[config.mk]
export PLATFORM = sky130hd
export DESIGN_NAME = base64_stream_encoder_top_flat
export DESIGN_NICKNAME = d
export VERILOG_FILES = /design/src/design/b64e_pkg.sv /design/src/design/b64e_if.sv /design/src/design/base64_stream_encoder_top.sv /design/src/design/b64e_front.sv /design/src/design/b64e_queue.sv /design/src/design/b64e_back.sv /design/src/flat_wrapper.sv
export SDC_FILE = /design/constraint.sdc
export NUM_CORES = 1
export LEC_CHECK = 0
export BUFFER_PORTS_ARGS = -buffer_cell sky130_fd_sc_hd__buf_2
export CORE_UTILIZATION = 54
export CTS_CLUSTER_SIZE = 28
export DETAILED_ROUTE_END_ITERATION = 8
export HOLD_SLACK_MARGIN = 0.02
export PLACE_DENSITY = 0.72
export SLEW_MARGIN = 0
export SYNTH_ARGS = -nofsm -noshare
export SYNTH_HDL_FRONTEND = slang
export SYNTH_SLANG_ARGS = --single-unit
[constraint.sdc]
create_clock -name clk_i -period 3.6 [get_ports clk_i]
set_clock_uncertainty 0.15 [all_clocks]
set_input_delay 0.18 -clock clk_i [delete_from_list [all_inputs] [get_ports clk_i]]
set_output_delay 0.18 -clock clk_i [all_outputs]
set_load 0.02 [all_outputs]
[src/design/b64e_pkg.sv]
// Package with the group command type, alphabet constants and the symbol lookup.
package b64e_pkg;

  // Index of the last symbol of a group (0..3), also the last character index.
  typedef logic [1:0] char_idx_t;

  // One group on its way from the byte gatherer to the character emitter.
  typedef struct packed {
    logic [23:0] group;      // three bytes, earliest in the high byte, zero-filled
    char_idx_t   sym_last;   // index of the last alphabet character
    char_idx_t   char_last;  // index of the last character, padding included
    logic        msg_end;    // group closes the message
    logic        url_safe;   // alphabet choice sampled at the emitting byte
  } cmd_t;

  localparam logic [7:0] PadChar     = 8'h3D;  // '='
  localparam logic [7:0] StdChar62   = 8'h2B;  // '+'
  localparam logic [7:0] StdChar63   = 8'h2F;  // '/'
  localparam logic [7:0] UrlChar62   = 8'h2D;  // '-'
  localparam logic [7:0] UrlChar63   = 8'h5F;  // '_'
  localparam logic [7:0] UpperBase   = 8'h41;  // 'A'
  localparam logic [7:0] LowerBase   = 8'h47;  // 'a' minus 26
  localparam logic [7:0] DigitOffset = 8'h04;  // 52 minus '0'
  localparam logic [5:0] SymFirstLow = 6'd26;
  localparam logic [5:0] SymFirstDig = 6'd52;
  localparam logic [5:0] Sym62       = 6'd62;
  localparam char_idx_t  FullLast    = 2'd3;

  // Maps a 6-bit symbol to its ASCII character.
  function automatic logic [7:0] sym_to_char(input logic [5:0] sym, input logic url_safe);
    logic [7:0] sym8;
    logic [7:0] ch;
    sym8 = {2'b00, sym};
    if (sym < SymFirstLow) begin
      ch = UpperBase + sym8;
    end else if (sym < SymFirstDig) begin
      ch = LowerBase + sym8;
    end else if (sym < Sym62) begin
      ch = sym8 - DigitOffset;
    end else if (sym == Sym62) begin
      ch = url_safe ? UrlChar62 : StdChar62;
    end else begin
      ch = url_safe ? UrlChar63 : StdChar63;
    end
    return ch;
  endfunction

endpackage

[src/design/b64e_if.sv]
// Stream and configuration channel interfaces of the encoder.
interface b64e_in_if;
  logic       valid;
  logic       ready;
  logic [7:0] data_byte;
  logic       end_of_message;
  modport source (output valid, output data_byte, output end_of_message, input ready);
  modport sink   (input valid, input data_byte, input end_of_message, output ready);
endinterface

interface b64e_out_if;
  logic       valid;
  logic       ready;
  logic [7:0] out_char;
  logic       end_of_text;
  modport source (output valid, output out_char, output end_of_text, input ready);
  modport sink   (input valid, input out_char, input end_of_text, output ready);
endinterface

interface b64e_cfg_if;
  logic valid;
  logic ready;
  logic url_safe_mode;
  modport source (output valid, output url_safe_mode, input ready);
  modport sink   (input valid, input url_safe_mode, output ready);
endinterface

[src/design/base64_stream_encoder_top.sv]
// Top level of the streaming base64 encoder: gatherer, command queue and emitter.
//
//   Channel  Dir  Payload                      Item
//   in_if    in   data_byte, end_of_message    one message byte
//   out_if   out  out_char, end_of_text        one encoded character
//   cfg_if   in   url_safe_mode                mode register write
//
// The emitter produces one character per cycle from its output register while
// out_if is ready, so a full group of three bytes gives four characters and a
// closing group four or fewer. Bytes are taken one per cycle while the command
// queue has room; over a long message the emitter's one output port sets the pace.
// Reset clears the open group, the queue and the mode register (standard alphabet).
// A stalled output backs up the queue and then drops in_if.ready; the gatherer
// keeps taking bytes that only fill a group as long as the queue is not full.
module base64_stream_encoder_top #(
  parameter int unsigned QUEUE_DEPTH = 2
) (
  input  logic        clk_i,
  input  logic        rst_ni,
  b64e_in_if.sink     in_if,
  b64e_cfg_if.sink    cfg_if,
  b64e_out_if.source  out_if
);

  // Group commands travel from the gatherer to the emitter through the queue.
  b64e_pkg::cmd_t push_cmd;
  b64e_pkg::cmd_t head_cmd;
  logic           q_push;
  logic           q_pop;
  logic           q_full;
  logic           q_empty;
  logic [$clog2(QUEUE_DEPTH+1)-1:0] q_count;

  // The gatherer samples the mode at the byte that closes a group, so a
  // command in the queue keeps its alphabet even if the mode changes later.
  b64e_front u_front (
    .clk_i      (clk_i),
    .rst_ni     (rst_ni),
    .in_if      (in_if),
    .cfg_if     (cfg_if),
    .q_full_i   (q_full),
    .cmd_push_o (q_push),
    .cmd_o      (push_cmd)
  );

  b64e_queue #(
    .Depth (QUEUE_DEPTH)
  ) u_queue (
    .clk_i       (clk_i),
    .rst_ni      (rst_ni),
    .push_i      (q_push),
    .push_data_i (push_cmd),
    .full_o      (q_full),
    .pop_i       (q_pop),
    .head_o      (head_cmd),
    .empty_o     (q_empty),
    .count_o     (q_count)
  );

  // The emitter walks the head command character by character and pops it
  // when its last character enters the output register.
  b64e_back u_back (
    .clk_i       (clk_i),
    .rst_ni      (rst_ni),
    .cmd_valid_i (~q_empty),
    .cmd_i       (head_cmd),
    .cmd_pop_o   (q_pop),
    .out_if      (out_if)
  );

  // The gatherer never pushes into a full queue.
  assert property (@(posedge clk_i) disable iff (!rst_ni) q_push |-> !q_full)
    else $error("command pushed into a full queue");

  // The emitter never pops an empty queue.
  assert property (@(posedge clk_i) disable iff (!rst_ni) q_pop |-> !q_empty)
    else $error("command popped from an empty queue");

  // A push without a pop raises the fill level by exactly one.
  assert property (@(posedge clk_i) disable iff (!rst_ni)
      (q_push && !q_pop) |=> (q_count == $past(q_count) + 1'b1))
    else $error("queue count out of step with pushes");

endmodule

[src/design/b64e_front.sv]
// Byte gatherer: holds the open group and the mode register, issues group commands.
module b64e_front (
  input  logic            clk_i,
  input  logic            rst_ni,
  b64e_in_if.sink         in_if,
  b64e_cfg_if.sink        cfg_if,
  input  logic            q_full_i,
  output logic            cmd_push_o,
  output b64e_pkg::cmd_t  cmd_o
);

  logic [15:0] held_q, held_d;
  logic [1:0]  fill_q, fill_d;
  logic        mode_q;
  logic        accept;

  assign in_if.ready  = ~q_full_i;
  assign cfg_if.ready = 1'b1;
  assign accept       = in_if.valid & ~q_full_i;

  always_comb begin
    held_d           = held_q;
    fill_d           = fill_q;
    cmd_push_o       = 1'b0;
    cmd_o.group      = {held_q, in_if.data_byte};
    cmd_o.sym_last   = b64e_pkg::FullLast;
    cmd_o.char_last  = b64e_pkg::FullLast;
    cmd_o.msg_end    = in_if.end_of_message;
    cmd_o.url_safe   = mode_q;
    if (fill_q == 2'd2) begin
      cmd_push_o = accept;
    end else if (!in_if.end_of_message) begin
      if (accept) begin
        held_d = (fill_q == 2'd0) ? {8'h00, in_if.data_byte} : {held_q[7:0], in_if.data_byte};
        fill_d = fill_q + 2'd1;
      end
    end else if (fill_q == 2'd1) begin
      cmd_push_o      = accept;
      cmd_o.group     = {held_q[7:0], in_if.data_byte, 8'h00};
      cmd_o.sym_last  = 2'd2;
      cmd_o.char_last = mode_q ? 2'd2 : b64e_pkg::FullLast;
    end else begin
      cmd_push_o      = accept;
      cmd_o.group     = {in_if.data_byte, 16'h0000};
      cmd_o.sym_last  = 2'd1;
      cmd_o.char_last = mode_q ? 2'd1 : b64e_pkg::FullLast;
    end
    if (cmd_push_o) begin
      held_d = '0;
      fill_d = '0;
    end
  end

  always_ff @(posedge clk_i or negedge rst_ni) begin
    if (!rst_ni) begin
      held_q <= '0;
      fill_q <= '0;
      mode_q <= 1'b0;
    end else begin
      held_q <= held_d;
      fill_q <= fill_d;
      if (cfg_if.valid) begin
        mode_q <= cfg_if.url_safe_mode;
      end
    end
  end

endmodule

[src/design/b64e_queue.sv]
// Small register queue of group commands between the gatherer and the emitter.
module b64e_queue #(
  parameter int unsigned Depth = 2
) (
  input  logic            clk_i,
  input  logic            rst_ni,
  input  logic            push_i,
  input  b64e_pkg::cmd_t  push_data_i,
  output logic            full_o,
  input  logic            pop_i,
  output b64e_pkg::cmd_t  head_o,
  output logic            empty_o,
  output logic [$clog2(Depth+1)-1:0] count_o
);

  localparam int unsigned PtrW = (Depth > 1) ? $clog2(Depth) : 1;
  localparam int unsigned CntW = $clog2(Depth + 1);
  localparam logic [PtrW-1:0] LastPtr = PtrW'(Depth - 1);

  b64e_pkg::cmd_t  mem_q [Depth];
  logic [PtrW-1:0] wr_q, rd_q;
  logic [CntW-1:0] cnt_q;

  assign full_o  = (cnt_q == CntW'(Depth));
  assign empty_o = (cnt_q == '0);
  assign head_o  = mem_q[rd_q];
  assign count_o = cnt_q;

  always_ff @(posedge clk_i) begin
    if (push_i) begin
      mem_q[wr_q] <= push_data_i;
    end
  end

  always_ff @(posedge clk_i or negedge rst_ni) begin
    if (!rst_ni) begin
      wr_q  <= '0;
      rd_q  <= '0;
      cnt_q <= '0;
    end else begin
      if (push_i) begin
        wr_q <= (wr_q == LastPtr) ? '0 : wr_q + PtrW'(1);
      end
      if (pop_i) begin
        rd_q <= (rd_q == LastPtr) ? '0 : rd_q + PtrW'(1);
      end
      case ({push_i, pop_i})
        2'b10:   cnt_q <= cnt_q + CntW'(1);
        2'b01:   cnt_q <= cnt_q - CntW'(1);
        default: cnt_q <= cnt_q;
      endcase
    end
  end

endmodule

[src/design/b64e_back.sv]
// Character emitter: turns one group command into characters, one per cycle while out_if is ready.
module b64e_back (
  input  logic            clk_i,
  input  logic            rst_ni,
  input  logic            cmd_valid_i,
  input  b64e_pkg::cmd_t  cmd_i,
  output logic            cmd_pop_o,
  b64e_out_if.source      out_if
);

  b64e_pkg::char_idx_t k_q;
  logic                valid_q;
  logic [7:0]          char_q, char_d;
  logic                eot_q, eot_d;
  logic [5:0]          sym;
  logic                load;
  logic                at_last;

  assign load      = cmd_valid_i & (~valid_q | out_if.ready);
  assign at_last   = (k_q == cmd_i.char_last);
  assign cmd_pop_o = load & at_last;

  always_comb begin
    case (k_q)
      2'd0:    sym = cmd_i.group[23:18];
      2'd1:    sym = cmd_i.group[17:12];
      2'd2:    sym = cmd_i.group[11:6];
      default: sym = cmd_i.group[5:0];
    endcase
    char_d = (k_q <= cmd_i.sym_last) ? b64e_pkg::sym_to_char(sym, cmd_i.url_safe)
                                     : b64e_pkg::PadChar;
    eot_d  = cmd_i.msg_end & at_last;
  end

  always_ff @(posedge clk_i or negedge rst_ni) begin
    if (!rst_ni) begin
      valid_q <= 1'b0;
      k_q     <= '0;
    end else begin
      if (load) begin
        valid_q <= 1'b1;
        k_q     <= at_last ? '0 : k_q + 2'd1;
      end else if (out_if.ready) begin
        valid_q <= 1'b0;
      end
    end
  end

  always_ff @(posedge clk_i) begin
    if (load) begin
      char_q <= char_d;
      eot_q  <= eot_d;
    end
  end

  assign out_if.valid       = valid_q;
  assign out_if.out_char    = char_q;
  assign out_if.end_of_text = eot_q;

endmodule
[src/flat_wrapper.sv]
// flat-port wrapper written by rule: the top's interface ports become plain ports
module base64_stream_encoder_top_flat 
#(
  parameter int unsigned QUEUE_DEPTH = 2
)
  (clk_i, rst_ni, in_if_valid, in_if_data_byte, in_if_end_of_message, in_if_ready, cfg_if_valid, cfg_if_url_safe_mode, cfg_if_ready, out_if_valid, out_if_out_char, out_if_end_of_text, out_if_ready);
  b64e_in_if in_if_i ();
  b64e_cfg_if cfg_if_i ();
  b64e_out_if out_if_i ();
  input  logic clk_i;
  input  logic rst_ni;
  input wire logic [$bits(in_if_i.valid)-1:0] in_if_valid;
  input wire logic [$bits(in_if_i.data_byte)-1:0] in_if_data_byte;
  input wire logic [$bits(in_if_i.end_of_message)-1:0] in_if_end_of_message;
  output wire logic [$bits(in_if_i.ready)-1:0] in_if_ready;
  input wire logic [$bits(cfg_if_i.valid)-1:0] cfg_if_valid;
  input wire logic [$bits(cfg_if_i.url_safe_mode)-1:0] cfg_if_url_safe_mode;
  output wire logic [$bits(cfg_if_i.ready)-1:0] cfg_if_ready;
  output wire logic [$bits(out_if_i.valid)-1:0] out_if_valid;
  output wire logic [$bits(out_if_i.out_char)-1:0] out_if_out_char;
  output wire logic [$bits(out_if_i.end_of_text)-1:0] out_if_end_of_text;
  input wire logic [$bits(out_if_i.ready)-1:0] out_if_ready;
  assign in_if_i.valid = in_if_valid;
  assign in_if_i.data_byte = in_if_data_byte;
  assign in_if_i.end_of_message = in_if_end_of_message;
  assign in_if_ready = in_if_i.ready;
  assign cfg_if_i.valid = cfg_if_valid;
  assign cfg_if_i.url_safe_mode = cfg_if_url_safe_mode;
  assign cfg_if_ready = cfg_if_i.ready;
  assign out_if_valid = out_if_i.valid;
  assign out_if_out_char = out_if_i.out_char;
  assign out_if_end_of_text = out_if_i.end_of_text;
  assign out_if_i.ready = out_if_ready;
  base64_stream_encoder_top #(.QUEUE_DEPTH(QUEUE_DEPTH)) u_core (.clk_i(clk_i), .rst_ni(rst_ni), .in_if(in_if_i), .cfg_if(cfg_if_i), .out_if(out_if_i));
endmodule
==> out/qor.yml <==
drtIter0Drc: 163
crit_path_cell_trace: "inv_1, ha_1, a22o_1, o311ai_4, inv_2, ha_1, a41oi_1, o21a_1, a21boi_0, a32oi_1"
status: "complete, no violations"
start_util: 0.557
cts_setup_buffers: 0
post_drt_wl_per_cell_microns: 16.7
relSlewSlack: 0.376
grt_usage: 0.220
powerDensity_nw_per_um2: 943
path_buf_inv: 2
nets: 448
max_stage_delay_ns: 0.45
io_pins: 27
synth_seq_cells: 95
rsz0062_at_grt: "no"
crit_family: "compound AO/OA/AOI/OAI gates"
port_buffers: 25
hpwl_microns: 6340
vias_per_cell: 5.70
first_pass_iters: 4
cts_tree: "built"
crit_path_end_kind: "register"
syn_area_sq_um: 4570
synth_edf_count: 69
max_freq_mhz: 302
clk_pin_slew_ns: 0.09
drive_gt1_frac: 0.154
setup_violations: 0
syn_inst: 379
clk_latency_ns: 0.35
leakage_nw: 2.00
fill_cells: 635
multi_input_area_sq_um: 1710
slowest_stage: "dfrtp_1"
place.gp.congestion: 0.862
cts_made_buffers: 9
grt_pass1_wl_microns: 14400
hold_class: "in2reg"
yosysWarnings: 0
ys_seq_area_frac: 0.595
ys_types: 53
place_ws_ns: 0.270
ctsRootBufferMaster: "clkbuf_8"
cts_resized: 0
chipWidth_microns: 94.0
std_cell_rows: 33
setup_tns_ns: 0
cts_max_path_buffers: 2
grt_pass1_vias: 2868
vdd_drop_max_uv: 587
hold_viol_final: 0
most-common-layout-cells: "69 x edfxtp_1, 66 x nand2_1, 26 x dfrtp_1, 25 x buf_2"
vias: 3002
die_h_microns: 94.0
period_share: 0.920
antenna_found_initial: 0
coreArea_sq_um: 8220
cap_violations: 0
slew_violations: 0
htreeDepth: 3
grt_max_degree: 33
ys.flop_type: "edfxtp_1"
drtAntennaViolNets: 0
regArea_sq_um: 2720
cts_num_sinks: 95
wl_microns: 8820
synth_area_per_cell_sq_um: 12.1
setup_ws_ns: 0.286
period_needed_ns: 3.31
crit_fanout: 12
cpMostUsedCell: "ha_1"
required_ns: 3.54
synth_nets: 410
final_common_cell: "edfxtp_1"
diodes: 0
crit_type: "reg2reg"
grt_overflow_total: 0
drc: 0
crit_path_start_kind: "register"
tightest_slew_ns: 0.934
die-area_sq_um: 8840
ys_async_sr_fraction: 0.274
syn2layout_area_growth_pct: 12.5
arrival_ns: 3.26
## worst min-delay path: cells and delay by family
kind            cells  cell delay (ns)
compound gates      1             0.06
simple gates        2             0.13
buf+inv             2             0.28
## logic make-up after synthesis
group,Yosys count,synth area share
multiplexers,21,0.0468
AND/OR/NAND/NOR,134,0.142
AO/OA/AOI/OAI,73,0.121
buffers and inverters,29,0.0315
flip-flops,95,0.595
other,1,0.000820
adder cells (fa/ha/maj),16,0.0438
XOR/XNOR,10,0.0192
## cell usage after synthesis, drive strengths merged (3+ instances only)
| cell | n | share of area |
|---|---|---|
| mux2i | 18 | 0.039 |
| a21oi | 4 | 0.0044 |
| buf | 8 | 0.014 |
| ha | 16 | 0.044 |
| nand2 | 67 | 0.056 |
| clkbuf | 10 | 0.0082 |
| a22oi | 9 | 0.015 |
| and2 | 11 | 0.015 |
| a22o | 11 | 0.021 |
| edfxtp | 69 | 0.45 |
| a211oi | 4 | 0.0066 |
| dfrtp | 26 | 0.14 |
| o31ai | 3 | 0.0049 |
| xor2 | 3 | 0.0057 |
| nand2b | 4 | 0.0055 |
| a32oi | 3 | 0.0057 |
| mux2 | 3 | 0.0074 |
| nor3 | 6 | 0.0066 |
| xnor2 | 7 | 0.013 |
| nand3 | 21 | 0.024 |
| inv | 10 | 0.0082 |
| o311ai | 5 | 0.017 |
| nor4 | 3 | 0.0041 |
| nor2b | 3 | 0.0057 |
| nand4 | 4 | 0.0088 |
| o21ai | 20 | 0.022 |
| or3 | 3 | 0.0041 |
| nor2 | 9 | 0.0074 |
## state kept, by name (all words and copies together) (netlist names)
name,count
u_core.u_front.held_q,16
u_core.u_back.k_q,2
u_core.u_queue.wr_q,1
u_core.u_queue.count_o,2
u_core.u_queue.mem_q,60
u_core.u_back.out_if.end_of_text,1
u_core.u_front.fill_q,2
u_core.u_queue.rd_q,1
u_core.u_back.out_if.valid,1
u_core.u_front.mode_q,1
u_core.u_back.out_if.out_char,8
## routing by layer
| layer | global-route usage | vias up | routed length (microns) | share of wire |
|---|---|---|---|---|
| met3 | 0.0340 | 16 | 258 | 0.029 |
| li1 | - | 1470 | - | - |
| met4 | 0.0795 | 0 | 174 | 0.020 |
| met2 | 0.359 | 61 | 4370 | 0.50 |
| met5 | 0 | - | 0 | 0 |
| met1 | 0.298 | 1455 | 4020 | 0.46 |
## power breakdown
part,switching (W),internal (W),total (W)
clock network,0.000364,0.000415,0.000779
registers,0.000165,0.00157,0.00174
logic,0.00146,0.000874,0.00233
total,0.00199,0.00286,0.00485
## worst paths after layout
check                      cells after the start                                    from  slack (ns)                                             end
max in group asynchronous                      2                                  rst_ni        2.72                u_core.u_back.k_q[1]$_DFFE_PN0P_
min                                            5                             in_if_valid        0.19            u_core.u_front.held_q[1]$_DFFE_PN0P_
min reg2reg                                    2  u_core.u_back.out_if.valid$_DFFE_PN0P_        0.36          u_core.u_back.out_if.valid$_DFFE_PN0P_
max                                           10        u_core.u_back.k_q[0]$_DFFE_PN0P_        0.29  u_core.u_back.out_if.out_char[5]$_SDFFCE_PN1P_
min in group asynchronous                      2                                  rst_ni        0.20            u_core.u_front.fill_q[1]$_DFFE_PN0P_
max reg2reg                                   10        u_core.u_back.k_q[0]$_DFFE_PN0P_        0.29  u_core.u_back.out_if.out_char[5]$_SDFFCE_PN1P_
## stage by stage
| stage | instances | hold WS (ns) | util | instance area, sq um | power, W |
|---|---|---|---|---|---|
| after floorplan | 379 | -0.266 | - | 4570 | 0.00351 |
| after global placement | 498 | 0.0544 | 0.582 | 4790 | 0.00400 |
| after detailed placement | 498 | 0.0635 | 0.582 | 4790 | 0.00406 |
| after CTS | 527 | 0.175 | 0.626 | 5140 | 0.00486 |
| after global routing | 527 | 0.216 | 0.626 | 5140 | 0.00519 |
| final | 527 | 0.191 | 0.626 | 5140 | 0.00485 |
## repair_timing
item                                   CTS  global route
hold buffers                            13             0
endpoints found under the hold margin   42             0
setup endpoints to repair                0             1
## cell type report
cell class / count / share of cell area
flip-flops and latches: 95 / 0.529
repair buffers: 45 / 0.0598
multi-input cells: 255 / 0.333
inverters: 11 / 0.00827
clock buffers: 10 / 0.0268
well taps: 105 / 0.0255
clock inverters: 6 / 0.0178
Note: power is estimated with default switching activity, not from simulation.
